[src/design/assert_macros.svh]
// Assertion macros shared by the heightmap terrain classifier modules.
`ifndef ASSERT_MACROS_SVH
`define ASSERT_MACROS_SVH

// Check a property on every clock edge outside reset.
`define HMTC_ASSERT(lbl, prop, msg) \
  lbl: assert property (@(posedge clk_i) disable iff (!rst_ni) (prop)) else $error(msg);

// Check a property on every clock edge, reset included.
`define HMTC_ASSERT_ALWAYS(lbl, prop, msg) \
  lbl: assert property (@(posedge clk_i) (prop)) else $error(msg);

`endif

[src/design/hmtc_pkg.sv]
// Types and constants shared by the heightmap terrain classifier modules.
`default_nettype none

package hmtc_pkg;

  // One stored cell of the window and line buffers
  typedef struct packed {
    logic        masked;
    logic        inmap;
    logic        uninit;
    logic [15:0] sample;
  } entry_t;

  // Settings the back end reads while it works
  typedef struct packed {
    logic [1:0]  classify_mode;
    logic [15:0] min_wall_height_mm;
    logic [15:0] flat_height_mm;
  } cfg_t;

  // Back end sequencer states
  typedef enum logic [1:0] {
    ST_IDLE,
    ST_SHIFT,
    ST_SCAN,
    ST_DECIDE
  } back_state_e;

  // Result classes
  typedef enum logic [1:0] {
    CLS_UNINIT,
    CLS_FLAT,
    CLS_OBSTACLE,
    CLS_WALL
  } cell_class_e;

  // Classification modes
  localparam logic [1:0] MODE_FULL      = 2'd0;
  localparam logic [1:0] MODE_ALL_FLAT  = 2'd1;
  localparam logic [1:0] MODE_MASK_ONLY = 2'd2;

  // Register indexes on the configuration port
  localparam logic [1:0] REG_CLASSIFY_MODE = 2'd0;
  localparam logic [1:0] REG_MIN_WALL      = 2'd1;
  localparam logic [1:0] REG_FLAT          = 2'd2;
  localparam logic [1:0] REG_ROW_WIDTH     = 2'd3;

  // Register reset values
  localparam logic [1:0]  RST_CLASSIFY_MODE = MODE_FULL;
  localparam logic [15:0] RST_MIN_WALL      = 16'd200;
  localparam logic [15:0] RST_FLAT          = 16'd30;
  localparam logic [10:0] RST_ROW_WIDTH     = 11'd1024;

  // Variance above which a zero-height cell counts as not initialised
  localparam logic [31:0] UNINIT_VARIANCE = 32'd250000;

  // Window edge length and the number of line buffers behind it
  localparam int WinSize = 5;
  localparam int NumLines = 4;

endpackage

`default_nettype wire

[src/design/hmtc_front.sv]
// Front end: turn input words into stored cells and queue them for the back end.
`default_nettype none
`include "assert_macros.svh"

module hmtc_front (
  input  wire logic            clk_i,
  input  wire logic            rst_ni,
  input  wire logic            push_i,
  output logic                 full_o,
  input  wire logic            mode_i,
  input  wire logic [15:0]     height_mm_i,
  input  wire logic [15:0]     sample_height_mm_i,
  input  wire logic [31:0]     variance_i,
  input  wire logic            masked_i,
  output logic                 q_valid_o,
  output hmtc_pkg::entry_t     q_entry_o,
  input  wire logic            q_pop_i
);

  hmtc_pkg::entry_t slot_q [2];
  hmtc_pkg::entry_t entry;
  logic             wp_q, rp_q;
  logic [1:0]       cnt_q;
  logic             push_ok;

  // Build the cell; a drain word stores as an empty, out-of-map cell
  always_comb begin
    entry = '0;
    if (!mode_i) begin
      entry.sample = sample_height_mm_i;
      entry.inmap  = 1'b1;
      entry.uninit = (variance_i > hmtc_pkg::UNINIT_VARIANCE) && (height_mm_i == 16'd0);
      entry.masked = masked_i;
    end
  end

  assign full_o    = (cnt_q == 2'd2);
  assign push_ok   = push_i && !full_o;
  assign q_valid_o = (cnt_q != 2'd0);
  assign q_entry_o = slot_q[rp_q];

  // Hold queued cells
  always_ff @(posedge clk_i) begin
    if (push_ok) begin
      slot_q[wp_q] <= entry;
    end
  end

  // Advance the queue pointers and fill count
  always_ff @(posedge clk_i or negedge rst_ni) begin
    if (!rst_ni) begin
      wp_q  <= 1'b0;
      rp_q  <= 1'b0;
      cnt_q <= 2'd0;
    end else begin
      if (push_ok) wp_q <= ~wp_q;
      if (q_pop_i) rp_q <= ~rp_q;
      if (push_ok && !q_pop_i) cnt_q <= cnt_q + 2'd1;
      else if (!push_ok && q_pop_i) cnt_q <= cnt_q - 2'd1;
    end
  end

  `HMTC_ASSERT_ALWAYS(a_cnt_range, cnt_q <= 2'd2, "queue count out of range")
  `HMTC_ASSERT(a_pop_nonempty, q_pop_i |-> (cnt_q != 2'd0), "pop from empty queue")
  `HMTC_ASSERT(a_push_grows, (push_ok && !q_pop_i) |=> (cnt_q == $past(cnt_q) + 2'd1),
               "queue did not grow on push")

endmodule

`default_nettype wire

[config.mk]
export PLATFORM = sky130hd
export DESIGN_NAME = hmtc_front
export DESIGN_NICKNAME = d
export VERILOG_FILES = /design/src/design/hmtc_pkg.sv /design/src/design/hmtc_front.sv
export VERILOG_INCLUDE_DIRS = /design/src /design/src/design
export SDC_FILE = /design/constraint.sdc
export NUM_CORES = 1
export LEC_CHECK = 0
export BUFFER_PORTS_ARGS = -buffer_cell sky130_fd_sc_hd__clkbuf_2
export CAP_MARGIN = 5
export CORE_AREA = 4 4 59 83
export CTS_CLUSTER_DIAMETER = 200
export DETAILED_ROUTE_END_ITERATION = 10
export DIE_AREA = 0 0 63 87
export GPL_ROUTABILITY_DRIVEN = 0
export PLACE_DENSITY_LB_ADDON = 0.1
export SYNTH_ARGS = -nofsm -noshare
export SYNTH_HDL_FRONTEND = slang
export SYNTH_SLANG_ARGS = --single-unit
export TNS_END_PERCENT = 100
[constraint.sdc]
create_clock -name clk_i -period 2.7 [get_ports clk_i]
set_input_delay 0.54 -clock clk_i [delete_from_list [all_inputs] [get_ports clk_i]]
set_output_delay 0.54 -clock clk_i [all_outputs]
set_load 0.005 [all_outputs]
# Word level (Yosys, flattened, before mapping)

Memory sizes are Yosys's and may differ from the RTL's.
Index checks and enable logic that the tools add are counted.

Register bits: 4
Bits in writable memories: 38
Input bits: 70
Logic and storage cells: 25
Memories kept: 1

Memories:

| name   | words | width | rd ports | clocked after Yosys merged registers in | write ports | RTL line         | source |
|---|---|---|---|---|---|---|---|
| slot_q | 2     | 19    | 1        | 0                                       | 1           | hmtc_front.sv:20 | `hmtc_pkg::entry_t slot_q [2];` |

$add $sub $neg: 2
Order comparisons: 1
Equal/unequal tests: 1
Muxes and demuxes: 5
Bitwise logic cells: 2
Reduce and logical (&&, ||, !) cells: 10

Operators with widths:

| kind                 | count |
|---|---|
| $gt 32x18->1 const B | 1 |
| $mux 19              | 1 |
| $logic_not 16->1     | 1 |
| $logic_and 1x1->1    | 4 |
| $mux 2               | 2 |
| $reduce_bool 2->1    | 2 |
| $logic_not 1->1      | 3 |
| $add 2x1->2 const B  | 1 |
| $eq 2x2->1 const B   | 1 |
| $mux 1               | 2 |
| $not 1->1            | 2 |
| $sub 2x1->2 const B  | 1 |

# Longest topological paths before layout

Gate-level depths: netlist of the first run.

Depth in word-level cells: 7
Depth in mapped cells: 7
Gate-level depth less buffers: 7

# Least setup slack after synthesis of the first run

Ideal clock, no wire load.

Path type: input to register
From: input push_i
To: memory slot_q[0][0] (netlist bit) (enable)
Setup time: 0.395 ns
Data arrival time: 1.447 ns
Required time: 2.305 ns
Path slack: 0.859 ns
Stages on the path: 2
Path through: nand2_1 nor2_1

Longest elaborated chain between the ends: 3

RTL lines:

| what                         | RTL line         | source |
|---|---|---|
| start, declared              | hmtc_front.sv:8  | `input wire logic push_i,` |
| $logic_and 1x1->1            | hmtc_front.sv:38 | `assign push_ok = push_i && !full_o;` |
| $mux 1                       | hmtc_front.sv:44 | `if (push_ok) begin` |
| $mux 1 (implied by the code) | hmtc_front.sv:45 | `slot_q[wp_q] <= entry;` |
| end, declared                | hmtc_front.sv:20 |  |

Every way passes these cells.

==> results of run 1 <==
## power by group
group / internal [mW] / total, mW / switching [mW]
sequential: 0.901 / 0.984 / 0.0833
clock: 0.267 / 0.461 / 0.194
combinational: 0.343 / 0.620 / 0.277
total: 1.51 / 2.07 / 0.555
## layout make-up
type | count | area share
tap | 45 | 0.0231
sequential | 42 | 0.509
clock buffer | 5 | 0.0282
multi-input combinational | 69 | 0.226
inverter | 4 | 0.00615
timing repair buffer | 93 | 0.194
clock inverter | 2 | 0.0138
## worst max-delay path: stages (launching register included)
cell                       delay [ns]
sky130_fd_sc_hd__dfrtp_1         0.67
sky130_fd_sc_hd__buf_4           0.27
sky130_fd_sc_hd__mux2_2          0.34
sky130_fd_sc_hd__clkbuf_2        0.11
## flip-flops by register name, summed over array words and instances (netlist names)
signal,count
slot_q,38
cnt_q,2
rp_q,1
wp_q,1
## cells in the final DEF, fill, tap and decap left out, drive strengths merged, types with 3 or more instances in the layout
master and n:
inv 4, or4 3, buf 3, clkbuf 95
mux2 19, nor2 6, nor2b 17, nor4 7
edfxtp 38, xor2 3, dfrtp 4
## kinds of logic after synthesis
kind of cell | count (synthesis)
flops | 42
simple gates | 40
mux | 19
buf+inv | 7
xor+xnor | 5
compound gates | 4
fa+ha+maj | 1
## cells in the mapped netlist
| cell | n |
|---|---|
| sky130_fd_sc_hd__ha_1 | 1 |
| sky130_fd_sc_hd__or4_1 | 3 |
| sky130_fd_sc_hd__edfxtp_1 | 38 |
| sky130_fd_sc_hd__o31ai_1 | 2 |
| sky130_fd_sc_hd__nor4_1 | 4 |
| sky130_fd_sc_hd__clkbuf_1 | 1 |
| sky130_fd_sc_hd__dfrtp_1 | 4 |
| sky130_fd_sc_hd__buf_2 | 2 |
| sky130_fd_sc_hd__or2_2 | 1 |
| sky130_fd_sc_hd__inv_1 | 4 |
| sky130_fd_sc_hd__nand2_1 | 2 |
| sky130_fd_sc_hd__a21oi_1 | 1 |
| sky130_fd_sc_hd__nand2b_1 | 1 |
| sky130_fd_sc_hd__xnor2_1 | 2 |
| sky130_fd_sc_hd__a31oi_1 | 1 |
| sky130_fd_sc_hd__nor2_1 | 6 |
| sky130_fd_sc_hd__nand4_1 | 2 |
| sky130_fd_sc_hd__xor2_1 | 3 |
| sky130_fd_sc_hd__and3_1 | 1 |
| sky130_fd_sc_hd__nor4_2 | 3 |
| sky130_fd_sc_hd__nor2b_1 | 17 |
| sky130_fd_sc_hd__mux2_2 | 19 |
## stage by stage
stage,area (µm²),utilization
after floorplan,1820,-
after global placement,2340,0.561
after detailed placement,2340,0.561
after CTS,2440,0.585
after global routing,2440,0.585
final,2440,0.585
## routing by layer
metal,wire [µm],track usage,part of all wire,vias up
li1,-,-,-,631
met2,1930,0.245,0.52,63
met4,68,0.0683,0.018,0
met5,0,0,0,-
met3,354,0.0504,0.095,7
met1,1370,0.152,0.37,605
## final timing paths
check                                      from  slack, ns                      to  cells past startpoint
max in group asynchronous                rst_ni       2.53        wp_q$_DFFE_PN0P_                      1
min                                      rst_ni       0.04    cnt_q[0]$_DFFE_PN0P_                      1
max reg2reg                cnt_q[0]$_DFFE_PN0P_       1.06  slot_q[0][3]$_DFFE_PP_                      4
min in group clk_i                      q_pop_i       0.46        rp_q$_DFFE_PN0P_                      2
min reg2reg                cnt_q[1]$_DFFE_PN0P_       0.49    cnt_q[1]$_DFFE_PN0P_                      1
max                            rp_q$_DFFE_PN0P_       0.48            q_entry_o[7]                      3
==> metrics.txt, run 1 <==
Post-Place Setup Slack 0.763 ns; area fraction in and, or, nand and nor cells after synthesis 0.139; final clock period utilization by the worst path 0.821; Die X 63 µm; global-route usage over all layers 0.141; Core Region 0.00417 mm²; Synth Area in Compound Gates 0.0144; Avg Cell Area, Syn 15.4 µm²; Area contributors post-synth sky130_fd_sc_hd__edfxtp_1 63%, sky130_fd_sc_hd__mux2_2 12%, sky130_fd_sc_hd__nor2b_1 5.8%, sky130_fd_sc_hd__dfrtp_1 5.5%, sky130_fd_sc_hd__nor4_2 2.1%; area occupied by multi-input gates 552 µm²; worst slew margin relative to its limit 0.661; VDD IR-drop max 0.361 mV; storage element area 0.00124 mm²; count of distinct cell types in the synthesized netlist 22; Setup Viol. Count Final 0; Leakage 1.05 nW; layout overhead on the synthesized area 34.1%; combinational family with the most area after synthesis simple AND/OR/NAND/NOR gates; DR WL/cell 14.3 µm; Period minus WS final 2.22 ns; Post-Syn Instances 118; library cell used as clock root buffer sky130_fd_sc_hd__clkbuf_8; unrepaired setup endpoints after global routing no; global-route wire length before repair 5970 µm; initial antenna violation count 0; Final nets 286; CTS tree done; pin count of the biggest net entering global routing 20; kind of end point of the critical path primary output; Clock Latency Late Sink 0.29 ns; Worst Max-Slew Pin Slew 0.509 ns; Iteration-0 DRC Markers 32; Setup crit start kind register; multiplexer share of the synthesized area 0.118; type of the setup path with the least slack register to primary output; peak fanout along the critical path 13; final antenna diode count 0; final HPWL from detailed placement 2940 µm; CTS clk-pin slew, worst paths 0.07 ns; cts-stage hold buffer count 0; cts bufs inserted 5; number of global-route vias before repair 1389; adder-cell share of the synthesized area 0.00688; drt drc 0; final worst setup slack 0.484 ns; routed wire length 3720 µm; count of input and output buffers 90; post-CTS setup-driven buffer insertion count 0; total power of the final layout 2.07 mW; highest achievable clock rate 451 MHz; maximum number of buffers from clock root to sink 2; grt total ovfl 0; proportion of layout cells with a drive suffix above 1 0.572; number of nets still failing antenna checks after routing 0; Data arrival, critical path 1.68 ns; Final Slew Violations 0; fin cells 260; area fraction of the dominant cell type after synthesis 0.627; FILL cells 364; Synthesized Nets 189; Rows 28; number of sinks handled by clock tree synthesis 42; Clock H-tree levels 2; number of cells after detailed placement 253; number of max-cap violations 0; height of the die 87 µm; Initial Util 0.436; power density over the cells 847 mW/mm²; number of synthesis warnings 0; cells resized by post-CTS repair 0; total number of vias 1306; die area 0.00548 mm²; setup total negative slack 0 ns; portion of the post-synthesis area used by sequential elements 0.682; detailed-routing iteration count for the pre-antenna-repair pass 4; Netlist Area Pre-Place 0.00182 mm²; register bit total from synthesis 42; Final Hold Violating Endpoints 0; status completed; post-synthesis share of cell area spent on xor and xnor gates 0.0241; worst hold-check path type primary input to async pin; CP required 2.16 ns; most area-hungry cell type in the Yosys netlist sky130_fd_sc_hd__edfxtp_1; Post-Route Hold Slack 0.0433 ns; I/O pin count 91; post-route clock skew 0.00935 ns; vias per cell 5.02
No activity file was read; power rests on OpenSTA's default activity.
==> run 2: changes to the inputs <==
--- a/config.mk
+++ b/config.mk
@@ -8,10 +8,10 @@
 export LEC_CHECK = 0
 export BUFFER_PORTS_ARGS = -buffer_cell sky130_fd_sc_hd__clkbuf_2
 export CAP_MARGIN = 5
-export CORE_AREA = 4 4 59 83
+export CORE_AREA = 4 4 62 86
 export CTS_CLUSTER_DIAMETER = 200
 export DETAILED_ROUTE_END_ITERATION = 10
-export DIE_AREA = 0 0 63 87
+export DIE_AREA = 0 0 66 90
 export GPL_ROUTABILITY_DRIVEN = 0
 export PLACE_DENSITY_LB_ADDON = 0.1
 export SYNTH_ARGS = -nofsm -noshare
==> constraint.sdc (replaced) <==
create_clock -name clk_i -period 2 [get_ports clk_i]
set_input_delay 0.4 -clock clk_i [delete_from_list [all_inputs] [get_ports clk_i]]
set_output_delay 0.4 -clock clk_i [all_outputs]
set_load 0.005 [all_outputs]
==> run 2 against run 1 <==
Register-to-register slack worse by 0.53 ns; non-clock buffer count increased by 4; hold slack improved by 0.27 ns; setup slack lost 0.37 ns; routed wire length grew 8.2%; die area rose by 8.4%; cell area rose by 2.5%.
==> metrics.txt, run 2 (same netlist as run 1, synthesis figures left out) <==
status completed (unchanged); routed wire length 4020 µm (was 3720 µm); area occupied by multi-input gates 552 µm² (unchanged); number of cells after detailed placement 273 (was 253); post-route clock skew 0.00284 ns (was 0.00935 ns); highest achievable clock rate 529 MHz; Rows 29 (was 28); Data arrival, critical path 1.49 ns (was 1.68 ns); I/O pin count 91 (unchanged); Final Slew Violations 0 (unchanged); fin cells 282 (was 260); maximum number of buffers from clock root to sink 2 (unchanged); Leakage 1.08 nW (was 1.05 nW); storage element area 0.00124 mm² (unchanged); setup total negative slack 0 ns (unchanged); global-route usage over all layers 0.139 (was 0.141); commonest non-fill, non-tap cell in the layout sky130_fd_sc_hd__clkbuf_2 (unchanged); Core Region 0.00454 mm² (was 0.00417 mm²); DR WL/cell 14.3 µm (about the same); CTS clk-pin slew, worst paths 0.07 ns (about the same); post-CTS setup-driven buffer insertion count 0 (unchanged); Initial Util 0.401 (was 0.436); Setup crit start kind register (unchanged); cell with the largest stage delay on the worst path sky130_fd_sc_hd__dfrtp_1 (unchanged); number of global-route vias before repair 1437 (was 1389); peak fanout along the critical path 8 (was 13); total power of the final layout 2.84 mW (was 2.07 mW); max reg flops 38 (unchanged); number of sinks handled by clock tree synthesis 42 (unchanged); vias per cell 4.64 (was 5.02); Die X 66 µm (was 63 µm); Iteration-0 DRC Markers 31 (was 32); detailed-routing iteration count for the pre-antenna-repair pass 4 (unchanged); final HPWL from detailed placement 3120 µm (was 2940 µm); largest reg by FF count slot_q (unchanged); kind of end point of the critical path primary output (unchanged); library cell used as clock root buffer sky130_fd_sc_hd__clkbuf_8 (unchanged); Clock H-tree levels 2 (unchanged); Final Hold Violating Endpoints 0 (unchanged); proportion of layout cells with a drive suffix above 1 0.582 (was 0.572); Critical Path Max Stage Delay 0.50 ns (was 0.67 ns); CP required 1.60 ns (was 2.16 ns); cells along the critical path buf_4 -> mux2_2 -> clkbuf_2 (unchanged); count of input and output buffers 90 (unchanged); Setup Viol. Count Final 0 (unchanged); VDD IR-drop max 0.577 mV (was 0.361 mV); CTS tree done (unchanged); pin count of the biggest net entering global routing 20 (unchanged); final clock period utilization by the worst path 0.945; Worst Max-Slew Pin Slew 0.280 ns (was 0.509 ns); number of max-cap violations 0 (unchanged); cts bufs inserted 5 (unchanged); Clock Latency Late Sink 0.29 ns (about the same); grt total ovfl 0 (unchanged); height of the die 90 µm (was 87 µm); unrepaired setup endpoints after global routing no (unchanged); number of nets still failing antenna checks after routing 0 (unchanged); power density over the cells 1140 mW/mm² (was 847 mW/mm²); Final nets 290 (was 286); commonest non-fill, non-tap cells in the layout 90 x sky130_fd_sc_hd__clkbuf_2, 38 x sky130_fd_sc_hd__edfxtp_1, 19 x sky130_fd_sc_hd__mux2_2, 17 x sky130_fd_sc_hd__nor2b_1, 6 x sky130_fd_sc_hd__buf_4 (was 90 x sky130_fd_sc_hd__clkbuf_2, 38 x sky130_fd_sc_hd__edfxtp_1, 19 x sky130_fd_sc_hd__mux2_2, 17 x sky130_fd_sc_hd__nor2b_1); drt drc 0 (unchanged); layout overhead on the synthesized area 37.4% (was 34.1%); worst slew margin relative to its limit 0.813 (was 0.661); total number of vias 1309 (was 1306); global-route wire length before repair 6340 µm (was 5970 µm); FILL cells 409 (was 364); Period minus WS final 1.89 ns; type of the setup path with the least slack register to primary output (unchanged); die area 0.00594 mm² (was 0.00548 mm²); worst hold-check path type primary input to register (was primary input to async pin); largest registers slot_q: 38 flops, cnt_q: 2 flops (unchanged); final antenna diode count 0 (unchanged); initial antenna violation count 0 (unchanged)
run 2: cell types whose count changed in the layout (fill, tap and decap cells not counted), sizes merged:
cell | previous run | this run
clkinv | 1 | 2
buf | 3 | 6
dlygate4sd3 | 0 | 1
run 2: worst max-delay path, delay by kind of cell, from the launching register on:
kind / cells / cell delay (ns)
buffers and inverters: 2 / 0.35
muxes: 1 / 0.35
DFF: 1 / 0.50
run 2: repair_timing:
item / 4_1_cts / 5_1_grt
hold buffers: 1 / 0
gates resized for setup: 0 / 0
hold endpoints to repair: 4 / 0
run 2: area by class of cell:
class                           instances  share of cell area
Tap cell                               62              0.0310
Clock buffer                            5              0.0275
Multi-Input combinational cell         69               0.221
Timing Repair Buffer                   97               0.202
Inverter                                4             0.00601
Clock inverter                          3              0.0160
Sequential cell                        42               0.496
run 2: path summary, 6_finish.rpt:
check | start | depth (start not counted) | slack (ns) | end
worst max-delay path | rp_q$_DFFE_PN0P_ | 3 | 0.11 | q_entry_o[17]
worst min-delay path | q_pop_i | 2 | 0.31 | rp_q$_DFFE_PN0P_
worst max register to register | cnt_q[0]$_DFFE_PN0P_ | 6 | 0.53 | cnt_q[1]$_DFFE_PN0P_
worst min register to register | cnt_q[1]$_DFFE_PN0P_ | 1 | 0.49 | cnt_q[1]$_DFFE_PN0P_
max in group asynchronous | rst_ni | 2 | 1.42 | cnt_q[1]$_DFFE_PN0P_
min in group asynchronous | rst_ni | 2 | 0.45 | cnt_q[0]$_DFFE_PN0P_
run 2: where the power goes:
part	switching [mW]	internal, mW
clock	0.270	0.367
sequential	0.0926	1.22
combinational	0.408	0.487
total	0.770	2.07
run 2: routing by layer:
layer	up-vias	global-route usage	wire length [µm]
met5	-	0	0
met4	0	0.0542	61
met3	7	0.0411	253
met2	44	0.244	2220
met1	615	0.153	1490
li1	643	-	-
run 2: metrics by stage:
stage / util / area (µm²) / setup slack, ns / hold WS (ns)
final: 0.551 / 2500 / 0.110 / 0.312
after detailed placement: 0.525 / 2380 / 0.320 / 0.215
after global routing: 0.551 / 2500 / 0.00771 / 0.308
after global placement: 0.525 / 2380 / 0.366 / 0.207
after floorplan: - / 1820 / 0.164 / 0.104
after CTS: 0.551 / 2500 / 0.0524 / 0.297
